### src/hw/rtl/hsi_pkg.sv
package hsi_pkg;

  localparam int CORDIC_STEPS = 24;
  localparam int DIV_STEPS    = 16;
  localparam int XW           = 37;
  localparam int ZW           = 32;

  localparam logic [14:0] HUE_FULL = 15'd23040;
  localparam logic [14:0] HUE_GRAY = 15'd5760;
  localparam logic [15:0] SAT_ONE  = 16'd32768;
  localparam logic [24:0] SQRT3_Q24 = 25'd29058991;
  localparam logic [17:0] INV3     = 18'd174763;
  localparam logic signed [ZW-1:0] ANG_90  = 32'sd377487360;
  localparam logic signed [ZW-1:0] ANG_180 = 32'sd754974720;

  typedef struct packed {
    logic [7:0] red;
    logic [7:0] green;
    logic [7:0] blue;
  } hsi_pixel_t;

  typedef struct packed {
    logic [14:0] hue;
    logic [15:0] saturation;
    logic [15:0] intensity;
  } hsi_result_t;

  typedef struct packed {
    logic                 vld;
    logic signed [XW-1:0] x;
    logic signed [XW-1:0] y;
    logic signed [ZW-1:0] z;
    logic [10:0]          rem;
    logic [10:0]          den;
    logic [15:0]          nlo;
    logic [15:0]          quo;
    logic                 sat_zero;
    logic                 sat_one;
    logic                 gray;
    logic                 flip;
    logic [15:0]          inten;
  } hsi_stage_t;

  function automatic logic signed [ZW-1:0] atan_angle(input int unsigned k);
    case (k)
      0:  atan_angle = 32'sd188743680;
      1:  atan_angle = 32'sd111421900;
      2:  atan_angle = 32'sd58872272;
      3:  atan_angle = 32'sd29884485;
      4:  atan_angle = 32'sd15000234;
      5:  atan_angle = 32'sd7507429;
      6:  atan_angle = 32'sd3754631;
      7:  atan_angle = 32'sd1877430;
      8:  atan_angle = 32'sd938729;
      9:  atan_angle = 32'sd469366;
      10: atan_angle = 32'sd234683;
      11: atan_angle = 32'sd117342;
      12: atan_angle = 32'sd58671;
      13: atan_angle = 32'sd29335;
      14: atan_angle = 32'sd14668;
      15: atan_angle = 32'sd7334;
      16: atan_angle = 32'sd3667;
      17: atan_angle = 32'sd1833;
      18: atan_angle = 32'sd917;
      19: atan_angle = 32'sd458;
      20: atan_angle = 32'sd229;
      21: atan_angle = 32'sd115;
      22: atan_angle = 32'sd57;
      23: atan_angle = 32'sd29;
      default: atan_angle = 32'sd0;
    endcase
  endfunction

endpackage

### src/hw/rtl/hsi_final.sv
module hsi_final (
  input  logic                 clk,
  input  logic                 rst,
  input  logic                 en,
  input  hsi_pkg::hsi_stage_t  st_in,
  output logic                 hsi_valid,
  output hsi_pkg::hsi_result_t hsi
);
  import hsi_pkg::*;

  logic signed [ZW-1:0] zc;
  logic [14:0]          th;
  hsi_result_t          res_next;

  always_comb begin
    zc = st_in.z;
    if (zc < 0) begin
      zc = '0;
    end
    if (zc > ANG_180) begin
      zc = ANG_180;
    end
    th = 15'((zc + 32'sd32768) >>> 16);
    if (st_in.gray) begin
      res_next.hue = HUE_GRAY;
    end else if (st_in.flip) begin
      res_next.hue = HUE_FULL - th;
    end else begin
      res_next.hue = th;
    end
    if (st_in.sat_zero) begin
      res_next.saturation = '0;
    end else if (st_in.sat_one) begin
      res_next.saturation = SAT_ONE;
    end else begin
      res_next.saturation = st_in.quo;
    end
    res_next.intensity = st_in.inten;
  end

  always_ff @(posedge clk) begin
    if (rst) begin
      hsi_valid <= 1'b0;
    end else if (en) begin
      hsi_valid <= st_in.vld;
      hsi       <= res_next;
    end
  end

endmodule

### config.mk
export PLATFORM = sky130hd
export DESIGN_NAME = hsi_final
export DESIGN_NICKNAME = d
export VERILOG_FILES = /design/src/hw/rtl/hsi_pkg.sv /design/src/hw/rtl/hsi_final.sv
export SDC_FILE = /design/constraint.sdc
export NUM_CORES = 1
export LEC_CHECK = 0
export BUFFER_PORTS_ARGS = -buffer_cell sky130_fd_sc_hd__buf_4
export CORE_ASPECT_RATIO = 0.7
export CORE_UTILIZATION = 39
export DETAILED_ROUTE_END_ITERATION = 6
export GPL_TIMING_DRIVEN = 0
export MAX_ROUTING_LAYER = met4
export PLACE_DENSITY = 0.81
export SLEW_MARGIN = 40
export SYNTH_ARGS = -nofsm -noshare
export SYNTH_HDL_FRONTEND = slang
export SYNTH_SLANG_ARGS = --single-unit
### constraint.sdc
create_clock -name clk -period 5.1 [get_ports clk]
set_input_delay 1.275 -clock clk [delete_from_list [all_inputs] [get_ports clk]]
set_output_delay 1.275 -clock clk [all_outputs]
set_load 0.02 [all_outputs]
==> metrics <==
IO Count 232; Leak 1.536 nW; sequential fraction of the synthesis area 50.96%; Pint 0.7644 mW; Place WS -0.002082 ns; CTS Sinks 48; CTS tree done; Tcrit/Tclk final 95.82%; P_sw 0.2701 mW; Post-Synth Simple-Gate Area 22.81%; largest buffer count on any clock path 2; 1st-iter DRT viols 170; hpwl dp 6903 um; post-synthesis mux area share 1.069%; Clock power frac 32.1%; vias in the first global route 2465; XOR/XNOR Fraction of Synth Area 4.989%; Mapped Cells 258; P&R area growth vs syn 40.98%; main area contributors after synthesis edfxtp_1, and2_1, xnor2_1, nor2_1, a21oi_1; post-layout total power 1.035 mW; gr ovfl total 0; number of synthesis warnings 0; Sum Neg Setup Slack 0 ns; post_cts resized 0; Post-synth EDFFs 47; FF+latch count, synth 48; synth cell count leaders edfxtp_1, nor2_1, and2_1; Post-Syn Area 2809 um^2; Synth Flop Type edfxtp_1; Initial Utilization 41.00%; Period minus WS final 4.887 ns; Max Cap Viol 0; Core Region 6850 um^2; Critical Path Sink Type flop; area share of fa/ha/maj cells after synthesis 0.8909%; Power Density 261.2 nW/um^2; FILL cells 588; largest net degree at the start of global routing 23; Setup violations, final 0; share of cells above drive strength 1 38.26%; compound-gate portion of the synthesized area 15.41%; global-route wire length before repair 12280 um; Die X 103.4 um; antenna-violating nets left 0; Routed WL 8441 um; Post-Synthesis Net Count 444; multi-input gate area in the final layout 1276 um^2; area fraction of the dominant cell type after synthesis 50.24%; worst hold path type reg2reg; Worst Path Max Fanout 9; Clk pin slew, worst setup/hold paths 0.09 ns; vias per cell 5.510; area leader, netlist edfxtp_1; routed vias 2606; Post-CTS Setup Repair Bufs 0; Worst VDD drop 0.1799 mV; Crit Path Category in2reg; die area 7551 um^2; Avg Cell Area, Syn 10.89 um^2; hold_buf cts 0; final setup margin 0.2134 ns; Fin Hold WS 0.5444 ns; die height 73.01 um; distinct cell type count after synthesis 58; CP required 5.17 ns; drt first pass iters 5; cts bufs inserted 5; arrival time at the worst endpoint 4.95 ns; Final Slew Violations 0; DRC 0; Port Buffers 111; initial antenna violation count 0; combinational family with the most area after synthesis simple AND/OR/NAND/NOR gates; gp weighted congestion 0.9753; H-tree depth 2; status finished, final reports clean; Worst Setup Start Kind input pin; worst skew pair latency 0.31 ns; wire length per cell 17.85 um; Sw Share 26.11%; sequential power share 45.4%; final-stage net count 564; Clock Root Buffer clkbuf_8; ANT cells 0; clk_skew 0 ns; Sequential Area 1431 um^2; cell row count 25; Rel. slew slack 57.26%; RSZ-0062 raised after global routing no; Tightest Pin Transition 0.6391 ns; all-layer global routing usage 22.56%; final hold vios 0; Combinational Power Share 22.5%; Synth async-reset ratio 0%; FMAX 204.6 MHz; most frequent cell after synthesis edfxtp_1
routing by layer:
| layer | track usage (%) | vias up | share of wire [%] |
|---|---|---|---|
| li1 | - | 1221 | - |
| met1 | 29.57 | 1220 | 43 |
| met2 | 33.85 | 146 | 46 |
| met3 | 6.513 | 19 | 9.5 |
| met4 | 6.573 | 0 | 1.9 |
| met5 | - | - | 0 |
final cells by class:
type	count	share of cell area (%)
multi-input cells	188	32.23
well taps	94	2.970
plain buffers	17	2.275
clock buffers	5	1.738
inverters	5	0.4739
flip-flops and latches	48	36.15
repair buffers	113	22.43
clock inverters	3	1.738
state kept, by name (all words and copies together) (netlist names):
name and flops:
hsi_valid 1, hsi 47
through the flow:
step,utilization [%],instances,area (um^2)
finish,57.81,473,3960
floorplan,-,258,2809
detailed placement,55.80,465,3822
CTS,57.81,473,3960
global route,57.81,473,3960
global placement,54.89,463,3760
layout by cell type, fill, tap and decap left out, drive strengths merged, types with 2 or more instances in the layout:
cell type and count:
buf 126, edfxtp 47, nor2 22, and2 20, o21ai 17, nor3 12, a21oi 11, nand2 11
xnor2 11, clkbuf 9, nand3 7, inv 6, a211oi 6, nand4 5, and3 5, xor2 5
nor4 5, and4 4, or3 3, o211ai 3, mux2i 3, nand3b 2, nor4b 2, and3b 2
o21a 2, or4 2, o32ai 2, a21o 2, o31ai 2, ha 2, bufinv 2, nor2b 2
cell families (layout without fill, tap and decap cells):
family / after synthesis / after routing
buf+inv: 22 / 143
xor+xnor: 16 / 16
mux: 3 / 3
flops: 48 / 48
compound gates: 59 / 59
simple gates: 108 / 108
fa+ha+maj: 2 / 2
path summary, 6_finish.rpt:
kind,from,to,slack [ns],cells past startpoint
worst max-delay path,st_in[105],hsi[46],0.21,16
worst min-delay path,hsi_valid,hsi_valid,0.54,2
worst max register to register,hsi_valid,hsi_valid,4.48,2
worst min register to register,hsi_valid,hsi_valid,0.54,2
worst max-delay path, cell delays in order:
cell and delay (ns):
buf_4 0.13, nor4b_2 0.32, nand4_1 0.15, or3_1 0.41, buf_6 0.16, a21oi_1 0.22, and2_1 0.17, ha_1 0.13
buf_2 0.23, and2_1 0.26, and4_1 0.36, nor3_1 0.08, a311oi_1 0.44, a21o_1 0.23, o211ai_1 0.10, and4_1 0.26
power groups by stage:
stage | Clock, mW | Combinational [mW] | Sequential [mW]
floorplan | 0 | 0.0843 | 0.514
global placement | 0 | 0.220 | 0.480
detailed placement | 0 | 0.231 | 0.479
CTS | 0.336 | 0.232 | 0.470
global route | 0.350 | 0.248 | 0.473
finish | 0.332 | 0.233 | 0.470
No activity file was read; power rests on OpenSTA's default activity.
