--- config.mk ---
export PLATFORM = sky130hd
export DESIGN_NAME = hsi_prep
export DESIGN_NICKNAME = d
export VERILOG_FILES = /design/src/hw/rtl/hsi_pkg.sv /design/src/hw/rtl/hsi_prep.sv
export SDC_FILE = /design/constraint.sdc
export NUM_CORES = 1
export LEC_CHECK = 0
export BUFFER_PORTS_ARGS = -buffer_cell sky130_fd_sc_hd__buf_2
export CORE_ASPECT_RATIO = 0.5
export CORE_UTILIZATION = 53
export CTS_BUF_LIST = sky130_fd_sc_hd__clkbuf_2 sky130_fd_sc_hd__clkbuf_4 sky130_fd_sc_hd__clkbuf_8
export CTS_CLUSTER_DIAMETER = 60
export CTS_CLUSTER_SIZE = 14
export DETAILED_ROUTE_END_ITERATION = 12
export PLACE_DENSITY = 0.72
export RECOVER_POWER = 25
export REMOVE_ABC_BUFFERS = 1
export SYNTH_ARGS = -nofsm -noshare
export SYNTH_HDL_FRONTEND = slang
export SYNTH_SLANG_ARGS = --single-unit
--- constraint.sdc ---
create_clock -name clk -period 12.7 [get_ports clk]
set_input_delay 1.27 -clock clk [delete_from_list [all_inputs] [get_ports clk]]
set_output_delay 1.27 -clock clk [all_outputs]
set_load 0.01 [all_outputs]
--- src/hw/rtl/hsi_pkg.sv ---
package hsi_pkg;

  localparam int CORDIC_STEPS = 24;
  localparam int DIV_STEPS    = 16;
  localparam int XW           = 37;
  localparam int ZW           = 32;

  localparam logic [14:0] HUE_FULL = 15'd23040;
  localparam logic [14:0] HUE_GRAY = 15'd5760;
  localparam logic [15:0] SAT_ONE  = 16'd32768;
  localparam logic [24:0] SQRT3_Q24 = 25'd29058991;
  localparam logic [17:0] INV3     = 18'd174763;
  localparam logic signed [ZW-1:0] ANG_90  = 32'sd377487360;
  localparam logic signed [ZW-1:0] ANG_180 = 32'sd754974720;

  typedef struct packed {
    logic [7:0] red;
    logic [7:0] green;
    logic [7:0] blue;
  } hsi_pixel_t;

  typedef struct packed {
    logic [14:0] hue;
    logic [15:0] saturation;
    logic [15:0] intensity;
  } hsi_result_t;

  typedef struct packed {
    logic                 vld;
    logic signed [XW-1:0] x;
    logic signed [XW-1:0] y;
    logic signed [ZW-1:0] z;
    logic [10:0]          rem;
    logic [10:0]          den;
    logic [15:0]          nlo;
    logic [15:0]          quo;
    logic                 sat_zero;
    logic                 sat_one;
    logic                 gray;
    logic                 flip;
    logic [15:0]          inten;
  } hsi_stage_t;

  function automatic logic signed [ZW-1:0] atan_angle(input int unsigned k);
    case (k)
      0:  atan_angle = 32'sd188743680;
      1:  atan_angle = 32'sd111421900;
      2:  atan_angle = 32'sd58872272;
      3:  atan_angle = 32'sd29884485;
      4:  atan_angle = 32'sd15000234;
      5:  atan_angle = 32'sd7507429;
      6:  atan_angle = 32'sd3754631;
      7:  atan_angle = 32'sd1877430;
      8:  atan_angle = 32'sd938729;
      9:  atan_angle = 32'sd469366;
      10: atan_angle = 32'sd234683;
      11: atan_angle = 32'sd117342;
      12: atan_angle = 32'sd58671;
      13: atan_angle = 32'sd29335;
      14: atan_angle = 32'sd14668;
      15: atan_angle = 32'sd7334;
      16: atan_angle = 32'sd3667;
      17: atan_angle = 32'sd1833;
      18: atan_angle = 32'sd917;
      19: atan_angle = 32'sd458;
      20: atan_angle = 32'sd229;
      21: atan_angle = 32'sd115;
      22: atan_angle = 32'sd57;
      23: atan_angle = 32'sd29;
      default: atan_angle = 32'sd0;
    endcase
  endfunction

endpackage

--- src/hw/rtl/hsi_prep.sv ---
module hsi_prep (
  input  logic               clk,
  input  logic               rst,
  input  logic               en,
  input  logic               pixel_valid,
  input  hsi_pkg::hsi_pixel_t pixel,
  output hsi_pkg::hsi_stage_t st_out
);
  import hsi_pkg::*;

  logic [9:0]           s;
  logic [7:0]           m;
  logic [9:0]           p;
  logic [17:0]          v;
  logic signed [10:0]   num;
  logic [7:0]           gb;
  logic [26:0]          p_big;

  logic                 a_vld;
  logic signed [XW-1:0] a_x;
  logic signed [XW-1:0] a_y;
  logic [9:0]           a_s;
  logic [9:0]           a_p;
  logic [15:0]          a_inten;
  logic                 a_zero;
  logic                 a_one;
  logic                 a_gray;
  logic                 a_flip;

  hsi_stage_t           b_next;

  always_comb begin
    s = 10'(pixel.red) + 10'(pixel.green) + 10'(pixel.blue);
    m = (pixel.red < pixel.green) ? pixel.red : pixel.green;
    if (pixel.blue < m) begin
      m = pixel.blue;
    end
    p = s - ({1'b0, m, 1'b0} + {2'b00, m});
    v = 18'(s) * 18'd257 + 18'd1;
    num = $signed({2'b00, pixel.red, 1'b0}) - $signed({3'b000, pixel.green})
        - $signed({3'b000, pixel.blue});
    gb = (pixel.green > pixel.blue) ? pixel.green - pixel.blue
                                    : pixel.blue - pixel.green;
    p_big = 27'(p) * 27'd100000;
  end

  always_ff @(posedge clk) begin
    if (rst) begin
      a_vld <= 1'b0;
    end else if (en) begin
      a_vld   <= pixel_valid;
      a_x     <= {{(XW-35){num[10]}}, num, 24'd0};
      a_y     <= $signed({{(XW-33){1'b0}}, 33'(33'(gb) * 33'(SQRT3_Q24))});
      a_s     <= s;
      a_p     <= p;
      a_inten <= 16'((36'(v) * 36'(INV3)) >> 19);
      a_zero  <= (s == 10'd0) || (p_big < 27'(s));
      a_one   <= p_big > 27'(s) * 27'd99999;
      a_gray  <= (pixel.red == pixel.green) && (pixel.green == pixel.blue);
      a_flip  <= pixel.blue > pixel.green;
    end
  end

  always_comb begin
    b_next.vld = a_vld;
    if (a_x < 0) begin
      b_next.x = a_y;
      b_next.y = -a_x;
      b_next.z = ANG_90;
    end else begin
      b_next.x = a_x;
      b_next.y = a_y;
      b_next.z = '0;
    end
    b_next.rem      = 11'(a_p);
    b_next.den      = {a_s, 1'b0};
    b_next.nlo      = 16'(a_s);
    b_next.quo      = '0;
    b_next.sat_zero = a_zero;
    b_next.sat_one  = a_one;
    b_next.gray     = a_gray;
    b_next.flip     = a_flip;
    b_next.inten    = a_inten;
  end

  always_ff @(posedge clk) begin
    if (rst) begin
      st_out.vld <= 1'b0;
    end else if (en) begin
      st_out <= b_next;
    end
  end

endmodule

==> impl_metrics.tcl <==
set metrics [dict create \
    core_area_mm2 0.0458 \
    violations "max-capacitance violations, max-slew violations" \
    rrSetupSlack_ps 9530 \
    crit_path_start_kind "primary input" \
    h-tree-depth 4 \
    totalNegativeSetupSlack_ps 0 \
    cp-end-kind "flip-flop" \
    clk_pin_slew_ps 140 \
    antenna_found_initial 0 \
    final_core_util 0.585 \
    grt_start_max_net_pins 197 \
    hp-class "reg2reg" \
    cap_violations 2 \
    layout-drive-gt1-share 0.100 \
    synth-async-reset-ratio 0 \
    clock_latency_ps 540 \
    grt-ovfl-total 0 \
    grt.total_usage 0.224 \
    holdPathEnd "st_out[10]" \
    seq_area_mm2 0.00593 \
    rsz0062_at_grt "no" \
    cts_tree "yes" \
    die_w_um 309 \
    die_y_um 156 \
    via_per_inst 5.26 \
    rr_startpoint "a_x[34]" \
    remaining_drc_errors 0 \
    clk_root_buffer_cell "clkbuf_8" \
    syn_area_mm2 0.0250 \
    rr_endpoint "st_out[167]" \
    critPathMaxStageDelay_ps 520 \
    slew_violations 269 \
    final-setup-viol-count 0 \
    dieArea_mm2 0.0481 \
    antennaDiodeCount 0 \
    wire_per_inst_um 16.6 \
    crit_path_top_delay_cell "or4_1" \
    synthFlopType "edfxtp_1" \
    synth.distinct_cells 79 \
    drt_iter0_drc 1016 \
    hold_ws_ps 424 \
    period_minus_slack_ps 11720 \
    slew_headroom -6.03 \
    port-buffer-count 156 \
    crit_type "in2reg" \
    firstDrtPassIters 5 \
    routabilityCongestion 0.936 \
    synth_edf_count 196 \
    r2r_cells 3 \
    grt_pass1_wl_um 84900 \
    yosysWarnings 0 \
    io_pins 209 \
    synth_seq_area_share 0.237 \
    start_util 0.545 \
    synth_seq_cells 198 \
    fin_crit_sh 0.923 \
    drt_wl_total_um 51600 \
    area_delta_synth_final_pct 7.23 \
    num_rows 55 \
    dp_hpwl_um 43300 \
    hold_viol 0 \
    cp_max_fo 8 \
    netlist_instances 2309 \
    cp.required_ps 12990 \
    cpLargestDelayFamily "adder cells" \
    hold_depth 0 \
    fmax_ghz 0.0853 \
    vias 16400 \
    cts_buffer_depth 2 \
    detail-route-antenna-nets 0 \
    first_global_vias 16800 \
    avgSynthCellArea_um2 10.8 \
    clock-sinks 198 \
    nets 3251 \
    cp_data_arrival_time_ps 12010 \
    worst-path-buf-inv 9 \
    fin_skew_ps 20.8 \
    filler_cell_count 3869 \
    hp-start "a_inten[10]" \
    multi_input_area_mm2 0.0171 \
    status "finished with violations" \
    cts_buffers 17 \
    tightest_slew_ps 10550 \
]
-- cells in the final DEF, fill, tap and decap left out, types with 15 or more instances in the layout --
master,n
nor2b_1,40
conb_1,55
edfxtp_1,196
nand2_1,54
and2_1,23
a21o_1,44
nand4_1,16
buf_2,155
xor2_1,39
nor3_1,26
clkbuf_8,17
o21a_1,17
ha_1,489
nor2_1,89
o21ai_0,53
nand3_1,26
nand2b_1,15
inv_1,432
o21bai_1,19
fa_1,257
xnor2_1,91
mux2_2,21
a21oi_1,100
mux2i_1,17
-- worst register-to-register path: stages (launching register included) --
cell	delay, ps
edfxtp_1	340
clkbuf_1	2040
nor2_1	280
a21o_1	270
-- state kept, by name (all words and copies together), names as in the netlist --
signal and count:
a_inten 16, a_y 33, a_p 10, a_gray 1, a_zero 1, st_out 114
a_vld 1, a_x 10, a_flip 1, a_s 10, a_one 1
-- worst max-delay path by stage --
stage / startpoint / end / slack [ps] / depth (start not counted)
floorplan: pixel[9] / a_one / 1560 / 49
global placement: pixel[9] / a_one / 610 / 49
detailed placement: pixel[9] / a_one / 370 / 49
CTS: pixel[9] / a_one / 900 / 51
global route: pixel[9] / a_one / 80 / 53
finish: pixel[9] / a_one / 980 / 49
-- repair_timing --
action,4_1_cts,5_1_grt
endpoints found under the hold margin,0,0
buffers inserted,0,1
hold buffers,0,0
setup endpoints to repair,0,1
gates resized for setup,0,1
-- per-layer routing --
| layer | global-route usage | vias up | share of wire |
|---|---|---|---|
| met5 | 0 | - | 0 |
| met3 | 0.0212 | 50 | 0.032 |
| met4 | 0.0486 | 0 | 0.017 |
| li1 | - | 8044 | - |
| met2 | 0.386 | 286 | 0.49 |
| met1 | 0.307 | 8007 | 0.46 |
-- through the flow --
stage / area (um2) / cells / setup WS, ps
after global placement: 26400 / 3084 / 606
after global routing: 26800 / 3117 / 78.1
after detailed placement: 26400 / 3084 / 366
after CTS: 26800 / 3116 / 897
final: 26800 / 3117 / 982
after floorplan: 24700 / 2286 / 1560
-- synthesized netlist by cell type (3+ instances only) --
library cell  number  area share
nor2_1            89       0.013
mux2_2            21      0.0095
a21oi_2            3      0.0011
fa_1             257        0.21
edfxtp_1         196        0.24
nor2b_1           41       0.010
a211oi_1           9      0.0027
a21o_1            44       0.013
buf_4             67       0.020
o21ai_1           14      0.0028
or4_1              5      0.0015
a31oi_1            7      0.0018
o211ai_1           8      0.0024
nand2b_1          15      0.0038
a21boi_1           3     0.00090
nand3_1           26      0.0052
and4_1             4      0.0014
nand4_1           16      0.0040
a21boi_0           9      0.0027
xor2_1            40       0.014
ha_1             489        0.24
o21a_1            17      0.0051
nand2_1           54      0.0081
o21bai_1          19      0.0057
o31ai_1            6      0.0018
nor3_1            26      0.0052
and2_1            30      0.0075
inv_1            432       0.065
and3_1            14      0.0035
a211o_1            4      0.0014
o31a_1             3      0.0011
o21ai_0           53       0.011
clkbuf_1           9      0.0014
mux2i_1           18      0.0072
nor4_1             5      0.0013
or2_2              5      0.0013
mux2_1             4      0.0018
a21oi_1          100       0.020
xnor2_1           91       0.032
-- area by class of cell --
class | count | share of cell area
multi-input combinational | 1656 | 0.639
sequential | 198 | 0.221
inverter | 432 | 0.0605
timing repair buffer | 172 | 0.0331
tap | 627 | 0.0293
clock buffer | 17 | 0.00873
clock inverter | 15 | 0.00849
-- cells by family (layout without fill, tap and decap cells) --
kind of cell | after synthesis | in the layout | synth area share
adder cells (fa/ha/maj) | 746 | 746 | 0.451
buffers and inverters | 509 | 636 | 0.0868
AND/OR/NAND/NOR | 344 | 344 | 0.0714
AO/OA/AOI/OAI | 335 | 335 | 0.0884
flip-flops | 198 | 198 | 0.237
XOR/XNOR | 133 | 133 | 0.0472
multiplexers | 43 | 43 | 0.0185
other | 1 | 55 | 0.000150
Power is left out: the tool's default activity adds up to more than one toggle a clock period on the data nets, which glitch-free logic cannot reach.
